--- src/sv/sil_pkg.sv ---
package sil_pkg;

   localparam int CAPACITY = 32;
   localparam int CNT_W    = $clog2(CAPACITY + 1);
   localparam int IDX_W    = $clog2(CAPACITY);

   typedef enum logic {
      KIND_INSERT = 1'b0,
      KIND_DUMP   = 1'b1
   } kind_type;

   typedef enum logic [1:0] {
      ST_INSERTED = 2'd0,
      ST_FULL     = 2'd1,
      ST_ELEMENT  = 2'd2,
      ST_EMPTY    = 2'd3
   } status_type;

   typedef enum logic {
      S_IDLE = 1'b0,
      S_DUMP = 1'b1
   } state_type;

   // broadcast to every cell
   typedef struct packed {
      logic               insert;
      logic               rotate;
      logic signed [31:0] value;
   } cmd_type;

   // what a cell shows its neighbors
   typedef struct packed {
      logic               valid;
      logic               lt;
      logic signed [31:0] value;
   } link_type;

endpackage

--- src/sv/sil_if.sv ---
interface sil_req_if (input logic clock);
   logic               valid;
   logic               ready;
   logic               kind;
   logic signed [31:0] value;

   modport source (output valid, output kind, output value, input ready);
   modport sink   (input valid, input kind, input value, output ready);
endinterface

interface sil_rsp_if (input logic clock);
   logic               valid;
   logic               ready;
   logic [1:0]         status;
   logic signed [31:0] element;
   logic               last;

   modport source (output valid, output status, output element, output last, input ready);
   modport sink   (input valid, input status, input element, input last, output ready);
endinterface

--- src/sv/sil_cell.sv ---
module sil_cell (
   input  logic               clock,
   input  logic               reset,
   input  sil_pkg::cmd_type   cmd,
   input  sil_pkg::link_type  left,
   input  sil_pkg::link_type  right,
   input  logic signed [31:0] head_value,
   output sil_pkg::link_type  link
);

   logic               valid_ff, valid_in;
   logic signed [31:0] value_ff, value_in;
   logic               lt;

   assign lt = valid_ff && (value_ff < cmd.value);

   always_comb begin
      valid_in = valid_ff;
      value_in = value_ff;
      if (cmd.insert) begin
         if (!lt) begin
            if (left.lt) begin
               valid_in = 1'b1;
               value_in = cmd.value;
            end else begin
               valid_in = left.valid;
               value_in = left.value;
            end
         end
      end else if (cmd.rotate && valid_ff) begin
         // last valid cell wraps around to the head
         value_in = right.valid ? right.value : head_value;
      end
   end

   always_ff @(posedge clock) begin
      if (reset) begin
         valid_ff <= 1'b0;
      end else begin
         valid_ff <= valid_in;
      end
      value_ff <= value_in;
   end

   assign link.valid = valid_ff;
   assign link.lt    = lt;
   assign link.value = value_ff;

endmodule

--- src/sv/sil_chain.sv ---
module sil_chain (
   input  logic               clock,
   input  logic               reset,
   input  sil_pkg::cmd_type   cmd,
   output logic signed [31:0] head_value,
   output logic               full,
   output logic               empty
);

   sil_pkg::link_type links [sil_pkg::CAPACITY];
   sil_pkg::link_type edge_left;
   sil_pkg::link_type edge_right;

   // cell 0 always sees a "smaller" neighbor so a new minimum lands there
   assign edge_left.valid  = 1'b0;
   assign edge_left.lt     = 1'b1;
   assign edge_left.value  = '0;
   assign edge_right.valid = 1'b0;
   assign edge_right.lt    = 1'b0;
   assign edge_right.value = '0;

   for (genvar i = 0; i < sil_pkg::CAPACITY; i++) begin : g_cell
      sil_pkg::link_type left_l;
      sil_pkg::link_type right_l;

      if (i == 0) begin : g_first
         assign left_l = edge_left;
      end else begin : g_mid_l
         assign left_l = links[i-1];
      end

      if (i == sil_pkg::CAPACITY - 1) begin : g_last
         assign right_l = edge_right;
      end else begin : g_mid_r
         assign right_l = links[i+1];
      end

      sil_cell u_cell (
         .clock      (clock),
         .reset      (reset),
         .cmd        (cmd),
         .left       (left_l),
         .right      (right_l),
         .head_value (head_value),
         .link       (links[i])
      );
   end

   assign head_value = links[0].value;
   assign full       = links[sil_pkg::CAPACITY-1].valid;
   assign empty      = !links[0].valid;

endmodule

--- src/sv/sorted_insertion_list.sv ---
// Sorted insertion list: holds up to CAPACITY signed 32-bit values in ascending
// order in a chain of compare-and-shift cells. An insert request compares its
// value against every cell at once; cells holding smaller values keep them,
// the first cell that is not smaller takes the new value and every cell after
// it takes its left neighbor's value, so a new value goes ahead of equal ones.
// An insert into a full list is rejected with a full status. A dump request
// first enters the dump state and then streams one element per cycle, while
// the result register is free or being drained, from the head cell as the
// valid cells rotate toward the head; after n rotations the list is back in
// place. A dump of an empty list gets an empty status without entering the
// dump state. A new request is taken once the result register is free or
// being drained in the same cycle, and not during a dump.
module sorted_insertion_list (
   input  logic      clock,
   input  logic      reset,
   sil_req_if.sink   req_chan,
   sil_rsp_if.source rsp_chan
);

   sil_pkg::state_type state_ff, state_in;
   logic [sil_pkg::CNT_W-1:0] count_ff, count_in;
   logic [sil_pkg::CNT_W-1:0] dump_idx_ff, dump_idx_in;

   // response register
   logic                   rsp_valid_ff, rsp_valid_in;
   sil_pkg::status_type    rsp_status_ff, rsp_status_in;
   logic signed [31:0]     rsp_element_ff, rsp_element_in;
   logic                   rsp_last_ff, rsp_last_in;

   sil_pkg::cmd_type   cmd;
   logic signed [31:0] head_value;
   logic               full;
   logic               empty;
   logic               out_free;
   logic               req_fire;
   logic               emit;

   sil_chain u_chain (
      .clock      (clock),
      .reset      (reset),
      .cmd        (cmd),
      .head_value (head_value),
      .full       (full),
      .empty      (empty)
   );

   assign out_free       = !rsp_valid_ff || rsp_chan.ready;
   assign req_chan.ready = (state_ff == sil_pkg::S_IDLE) && out_free;
   assign req_fire       = req_chan.valid && req_chan.ready;

   always_comb begin
      state_in       = state_ff;
      count_in       = count_ff;
      dump_idx_in    = dump_idx_ff;
      emit           = 1'b0;
      rsp_status_in  = rsp_status_ff;
      rsp_element_in = rsp_element_ff;
      rsp_last_in    = rsp_last_ff;
      cmd.insert     = 1'b0;
      cmd.rotate     = 1'b0;
      cmd.value      = req_chan.value;

      unique case (state_ff)
         sil_pkg::S_IDLE: begin
            if (req_fire) begin
               if (sil_pkg::kind_type'(req_chan.kind) == sil_pkg::KIND_INSERT) begin
                  emit           = 1'b1;
                  rsp_element_in = '0;
                  rsp_last_in    = 1'b1;
                  if (full) begin
                     rsp_status_in = sil_pkg::ST_FULL;
                  end else begin
                     rsp_status_in = sil_pkg::ST_INSERTED;
                     cmd.insert    = 1'b1;
                     count_in      = count_ff + 1'b1;
                  end
               end else if (empty) begin
                  emit           = 1'b1;
                  rsp_status_in  = sil_pkg::ST_EMPTY;
                  rsp_element_in = '0;
                  rsp_last_in    = 1'b1;
               end else begin
                  state_in    = sil_pkg::S_DUMP;
                  dump_idx_in = '0;
               end
            end
         end
         sil_pkg::S_DUMP: begin
            if (out_free) begin
               // head cell holds the next element; rotate brings the following one up
               emit           = 1'b1;
               cmd.rotate     = 1'b1;
               rsp_status_in  = sil_pkg::ST_ELEMENT;
               rsp_element_in = head_value;
               rsp_last_in    = (dump_idx_ff == sil_pkg::CNT_W'(count_ff - 1'b1));
               dump_idx_in    = dump_idx_ff + 1'b1;
               if (rsp_last_in) begin
                  state_in = sil_pkg::S_IDLE;
               end
            end
         end
         default: begin
            state_in = sil_pkg::S_IDLE;
         end
      endcase

      if (emit) begin
         rsp_valid_in = 1'b1;
      end else if (rsp_chan.ready) begin
         rsp_valid_in = 1'b0;
      end else begin
         rsp_valid_in = rsp_valid_ff;
      end
   end

   always_ff @(posedge clock) begin
      if (reset) begin
         state_ff     <= sil_pkg::S_IDLE;
         count_ff     <= '0;
         dump_idx_ff  <= '0;
         rsp_valid_ff <= 1'b0;
      end else begin
         state_ff     <= state_in;
         count_ff     <= count_in;
         dump_idx_ff  <= dump_idx_in;
         rsp_valid_ff <= rsp_valid_in;
      end
      rsp_status_ff  <= rsp_status_in;
      rsp_element_ff <= rsp_element_in;
      rsp_last_ff    <= rsp_last_in;
   end

   assign rsp_chan.valid   = rsp_valid_ff;
   assign rsp_chan.status  = rsp_status_ff;
   assign rsp_chan.element = rsp_element_ff;
   assign rsp_chan.last    = rsp_last_ff;

endmodule

--- src/flat_wrapper.sv ---
// flat-port wrapper written by rule: the top's interface ports become plain ports
module sorted_insertion_list_flat 
  (clock, reset, req_chan_valid, req_chan_kind, req_chan_value, req_chan_ready, rsp_chan_valid, rsp_chan_status, rsp_chan_element, rsp_chan_last, rsp_chan_ready);
  sil_req_if req_chan_i (.clock(clock));
  sil_rsp_if rsp_chan_i (.clock(clock));
  input  logic clock;
  input  logic reset;
  input wire logic [$bits(req_chan_i.valid)-1:0] req_chan_valid;
  input wire logic [$bits(req_chan_i.kind)-1:0] req_chan_kind;
  input wire logic [$bits(req_chan_i.value)-1:0] req_chan_value;
  output wire logic [$bits(req_chan_i.ready)-1:0] req_chan_ready;
  output wire logic [$bits(rsp_chan_i.valid)-1:0] rsp_chan_valid;
  output wire logic [$bits(rsp_chan_i.status)-1:0] rsp_chan_status;
  output wire logic [$bits(rsp_chan_i.element)-1:0] rsp_chan_element;
  output wire logic [$bits(rsp_chan_i.last)-1:0] rsp_chan_last;
  input wire logic [$bits(rsp_chan_i.ready)-1:0] rsp_chan_ready;
  assign req_chan_i.valid = req_chan_valid;
  assign req_chan_i.kind = req_chan_kind;
  assign req_chan_i.value = req_chan_value;
  assign req_chan_ready = req_chan_i.ready;
  assign rsp_chan_valid = rsp_chan_i.valid;
  assign rsp_chan_status = rsp_chan_i.status;
  assign rsp_chan_element = rsp_chan_i.element;
  assign rsp_chan_last = rsp_chan_i.last;
  assign rsp_chan_i.ready = rsp_chan_ready;
  sorted_insertion_list u_core (.clock(clock), .reset(reset), .req_chan(req_chan_i), .rsp_chan(rsp_chan_i));
endmodule
--- config.mk ---
export PLATFORM = sky130hd
export DESIGN_NAME = sorted_insertion_list_flat
export DESIGN_NICKNAME = d
export VERILOG_FILES = /design/src/sv/sil_pkg.sv /design/src/sv/sil_if.sv /design/src/sv/sil_cell.sv /design/src/sv/sil_chain.sv /design/src/sv/sorted_insertion_list.sv /design/src/flat_wrapper.sv
export SDC_FILE = /design/constraint.sdc
export NUM_CORES = 2
export LEC_CHECK = 0
export ABC_AREA = 1
export CORE_ASPECT_RATIO = 1.25
export CORE_UTILIZATION = 60
export DETAILED_ROUTE_END_ITERATION = 8
export DONT_BUFFER_PORTS = 1
export GPL_TIMING_DRIVEN = 0
export PLACE_DENSITY_LB_ADDON = 0.08
export SETUP_SLACK_MARGIN = 0.2
export SYNTH_ARGS = -nofsm -noshare
export SYNTH_HDL_FRONTEND = slang
export SYNTH_SLANG_ARGS = --single-unit
--- constraint.sdc ---
create_clock -name clock -period 14 [get_ports clock]
set_input_delay 2.8 -clock clock [delete_from_list [all_inputs] [get_ports clock]]
set_output_delay 2.8 -clock clock [all_outputs]
set_load 0.05 [all_outputs]
==> results.sh <==
export IMPL_post_route_period_util_pct=48.1
export IMPL_fp_dieW_um=338
export IMPL_clockRootBuffer="clkbuf_16"
export IMPL_ff2ff_path_depth=14
export IMPL_synth_warning_count=0
export IMPL_hold_path_depth=1
export IMPL_hold_path_class="reg -> reg"
export IMPL_start_util_pct=60.6
export IMPL_leakagePower_nw=49.6
export IMPL_port_buffers=0
export IMPL_die_h_um=422
export IMPL_hpwl_um=254000
export IMPL_setup_viol=0
export IMPL_hp_start="u_core.count_ff[5]"
export IMPL_intPower_mw=6.79
export IMPL_clkPwrFrac_pct=33.9
export IMPL_gp_congestion=1.02
export IMPL_switching_power_mw=3.45
export IMPL_tritoncts="yes"
export IMPL_io_pins=74
export IMPL_cp_max_fo=17
export IMPL_ys_ff_latch=1105
export IMPL_via_per_inst=5.95
export IMPL_clkTransAtPathRegs_ps=60
export IMPL_path_class="in -> reg"
export IMPL_status="finished, final reports clean"
export IMPL_slew_violations=0
export IMPL_place_area_mm2=0.0881
export IMPL_grt_pass1_vias=78500
export IMPL_worst_slew_pin_slew_ps=1450
export IMPL_initialDrtViolationCount=9325
export IMPL_drt_pass1_iter_count=9
export IMPL_synth_edf_count=1059
export IMPL_yosysUniqueCellTypes=37
export IMPL_p_seq_share_pct=41.2
export IMPL_slew_limit_headroom_pct=3.30
export IMPL_switching_share_pct=33.7
export IMPL_combPwrFrac_pct=24.8
export IMPL_area_growth_pct=9.28
export IMPL_postSynthCellCount=11400
export IMPL_drive_above_1_share_pct=4.58
export IMPL_fin_tns_setup_ps=0
export IMPL_ys_flop_type="edfxtp_1"
export IMPL_rows=153
export IMPL_fin_skew_ps=25.4
export IMPL_arrival_ps=7300
export IMPL_synth_nets=12400
export IMPL_drc=0
export IMPL_drt_total_wl_um=321000
export IMPL_cts_buffers=130
export IMPL_core_area_mm2=0.140
export IMPL_wl_per_cell_um=23.7
export IMPL_cts_setup_buffers=0
export IMPL_max_freq_ghz=0.149
export IMPL_rsz0062_at_grt="no"
export IMPL_worstSkewPairLatency_ps=830
export IMPL_syn_area_mm2=0.0846
export IMPL_reg2reg_slack_ps=9320
export IMPL_fillCellCount=12300
export IMPL_grt_pass1_wl_um=469000
export IMPL_p_per_area_mw_per_mm2=111
export IMPL_clk_path_buf_depth=3
export IMPL_ir_worst_vdd_v=0.000122
export IMPL_grt_max_degree=32
export IMPL_cts_resized=0
export IMPL_ant_nets=0
export IMPL_hold_path_end="u_core.count_ff[5]"
export IMPL_crit_reg2reg_launch="u_core.rsp_chan.valid"
export IMPL_htree_levels=4
export IMPL_crit_required_ps=14570
export IMPL_crit_path_end_kind="flip-flop"
export IMPL_worstReg2RegEnd="u_core.u_chain.g_cell[0].u_cell.value_ff[6]"
export IMPL_die_area_mm2=0.142
export IMPL_cts_hold_buffers_added=0
export IMPL_start_kind="primary input"
export IMPL_fin_crit_ps=6730
export IMPL_max_cap_violations=0
export IMPL_grt_util_all_layers_pct=44.6
export IMPL_async_flop_share_pct=0
export IMPL_syn_avg_cell_area_um2=7.41
export IMPL_clock_sinks=1105
export IMPL_vias=80700
export IMPL_hold_violations=0
export IMPL_overflow=0
export IMPL_antenna_found_initial=8
export IMPL_final_nets=12600
export IMPL_synth_seq_area_share_pct=38.7
export IMPL_stdcell_area_mm2=0.0924
cell usage after synthesis (all sizes together) (2+ instances only):
library cell,instances,area (um2)
nand2,5023,18900
nand3,144,866
edfxtp,1059,31800
nor4,5,31.3
or2,2,12.5
o21bai,29,218
xnor2,4,35.0
o21a,29,218
dfxtp,46,921
nor2,316,1240
ha,964,12100
a31oi,19,119
nor3b,3,22.5
o22ai,928,5810
xor2,3,26.3
clkbuf,369,1390
a21oi,459,2300
o211ai,22,165
nand4,55,344
clkinv,29,109
inv,1385,5200
buf,228,1280
nor3,50,250
o21ai,236,1180
placed cells by master, fill, tap and decap left out, types with 5 or more instances in the layout:
cell type	instances
nand4_1	55
o21bai_1	29
nor2_1	298
nor4_1	5
o21ai_4	31
nand2_1	4993
diode_2	6
bufinv_16	9
edfxtp_1	1059
dfxtp_1	46
buf_4	83
clkbuf_1	399
nand3_1	115
nand2_2	30
clkinv_1	65
inv_2	30
nor2_2	17
nor3_1	50
buf_12	41
clkbuf_16	141
o21ai_0	204
nand3_2	29
o211ai_1	22
o21a_1	29
o22ai_1	928
ha_1	964
inv_1	1351
a21oi_1	458
clkinv_2	14
buf_2	92
a31oi_1	19
buf_1	53
layout make-up:
cell class              count  area (um2)  area share (%)
multi-input cells        8296       44200            47.9
flip-flops and latches   1105       32700            35.4
inverters                1414        5310            5.74
clock buffers             174        3660            3.96
plain buffers             597        2670            2.89
well taps                1860        2330            2.52
repair buffers             47         961            1.04
clock inverters            60         500           0.542
diodes                      6        15.0          0.0163
power groups by stage:
stage / registers [mW] / clock network [mW] / logic, mW
detailed placement: 4.28 / 0 / 2.44
finish: 4.22 / 3.48 / 2.54
global placement: 4.31 / 0 / 2.30
global route: 4.24 / 3.58 / 2.80
CTS: 4.21 / 3.46 / 2.46
floorplan: 4.23 / 0 / 1.64
worst max path at each step:
| stage | start | endpoint | slack, ps | cells after the start |
|---|---|---|---|---|
| after floorplan | req_chan_value[5] | u_core.u_chain.g_cell[1].u_cell.value_ff[0] | 7500 | 15 |
| after global placement | req_chan_value[5] | u_core.u_chain.g_cell[1].u_cell.value_ff[5] | 4160 | 15 |
| after detailed placement | req_chan_value[3] | u_core.u_chain.g_cell[0].u_cell.value_ff[5] | 6390 | 17 |
| after CTS | req_chan_value[2] | u_core.u_chain.g_cell[0].u_cell.value_ff[13] | 7210 | 19 |
| after global routing | req_chan_value[1] | u_core.u_chain.g_cell[0].u_cell.value_ff[13] | 7290 | 18 |
| final | req_chan_value[1] | u_core.u_chain.g_cell[0].u_cell.value_ff[6] | 7270 | 18 |
critical path, cell delays in order:
cell and delay (ps):
clkinv_1 630, ha_1 610, nand2_1 50, nand2_1 50, nand2_1 50, nand2_1 60
nand2_1 50, nand2_1 150, nand2_1 80, nand2_1 310, nand2_1 130, nand3_1 90
nand3_1 550, nand2_1 710, buf_2 370, o31ai_4 170, buf_8 200, buf_8 180
stage by stage:
stage / hold slack, ps / instances / worst slack, ps / util [%] / total power, mW
final: 495 / 13600 / 7270 / 66.2 / 10.2
after global routing: 500 / 13600 / 7290 / 66.2 / 10.6
after CTS: 481 / 13500 / 7210 / 66.1 / 10.1
after detailed placement: 469 / 13300 / 6390 / 63.1 / 6.72
after global placement: 455 / 13300 / 4160 / 62.3 / 6.60
after floorplan: 443 / 11400 / 7500 / - / 5.87
cell families after synthesis:
group	after synthesis	synth area share, %
AND/OR/NAND/NOR	5600	25.7
buffers and inverters	2011	9.43
AO/OA/AOI/OAI	1725	11.9
flip-flops	1105	38.7
adder cells (fa/ha/maj)	964	14.3
XOR/XNOR	7	0.0725
metal layers:
metal / vias up / part of all wire (%) / track usage, %
met2: 4553 / 45 / 70.8
li1: 38100 / - / -
met1: 36800 / 35 / 50.6
met3: 1236 / 8.7 / 7.03
met5: - / 0.031 / 0.377
met4: 8 / 11 / 42.8
state kept, by name (all words and copies together) (netlist names):
| register | count |
|---|---|
| u_core.count_ff | 6 |
| u_core.u_chain.g_cell.u_cell.valid_ff | 32 |
| u_core.rsp_chan.valid | 1 |
| u_core.rsp_chan.last | 1 |
| u_core.rsp_chan.status | 2 |
| u_core.state_ff | 1 |
| u_core.dump_idx_ff | 6 |
| u_core.u_chain.g_cell.u_cell.value_ff | 1024 |
| u_core.rsp_chan.element | 32 |
No activity file was read; power rests on OpenSTA's default activity.
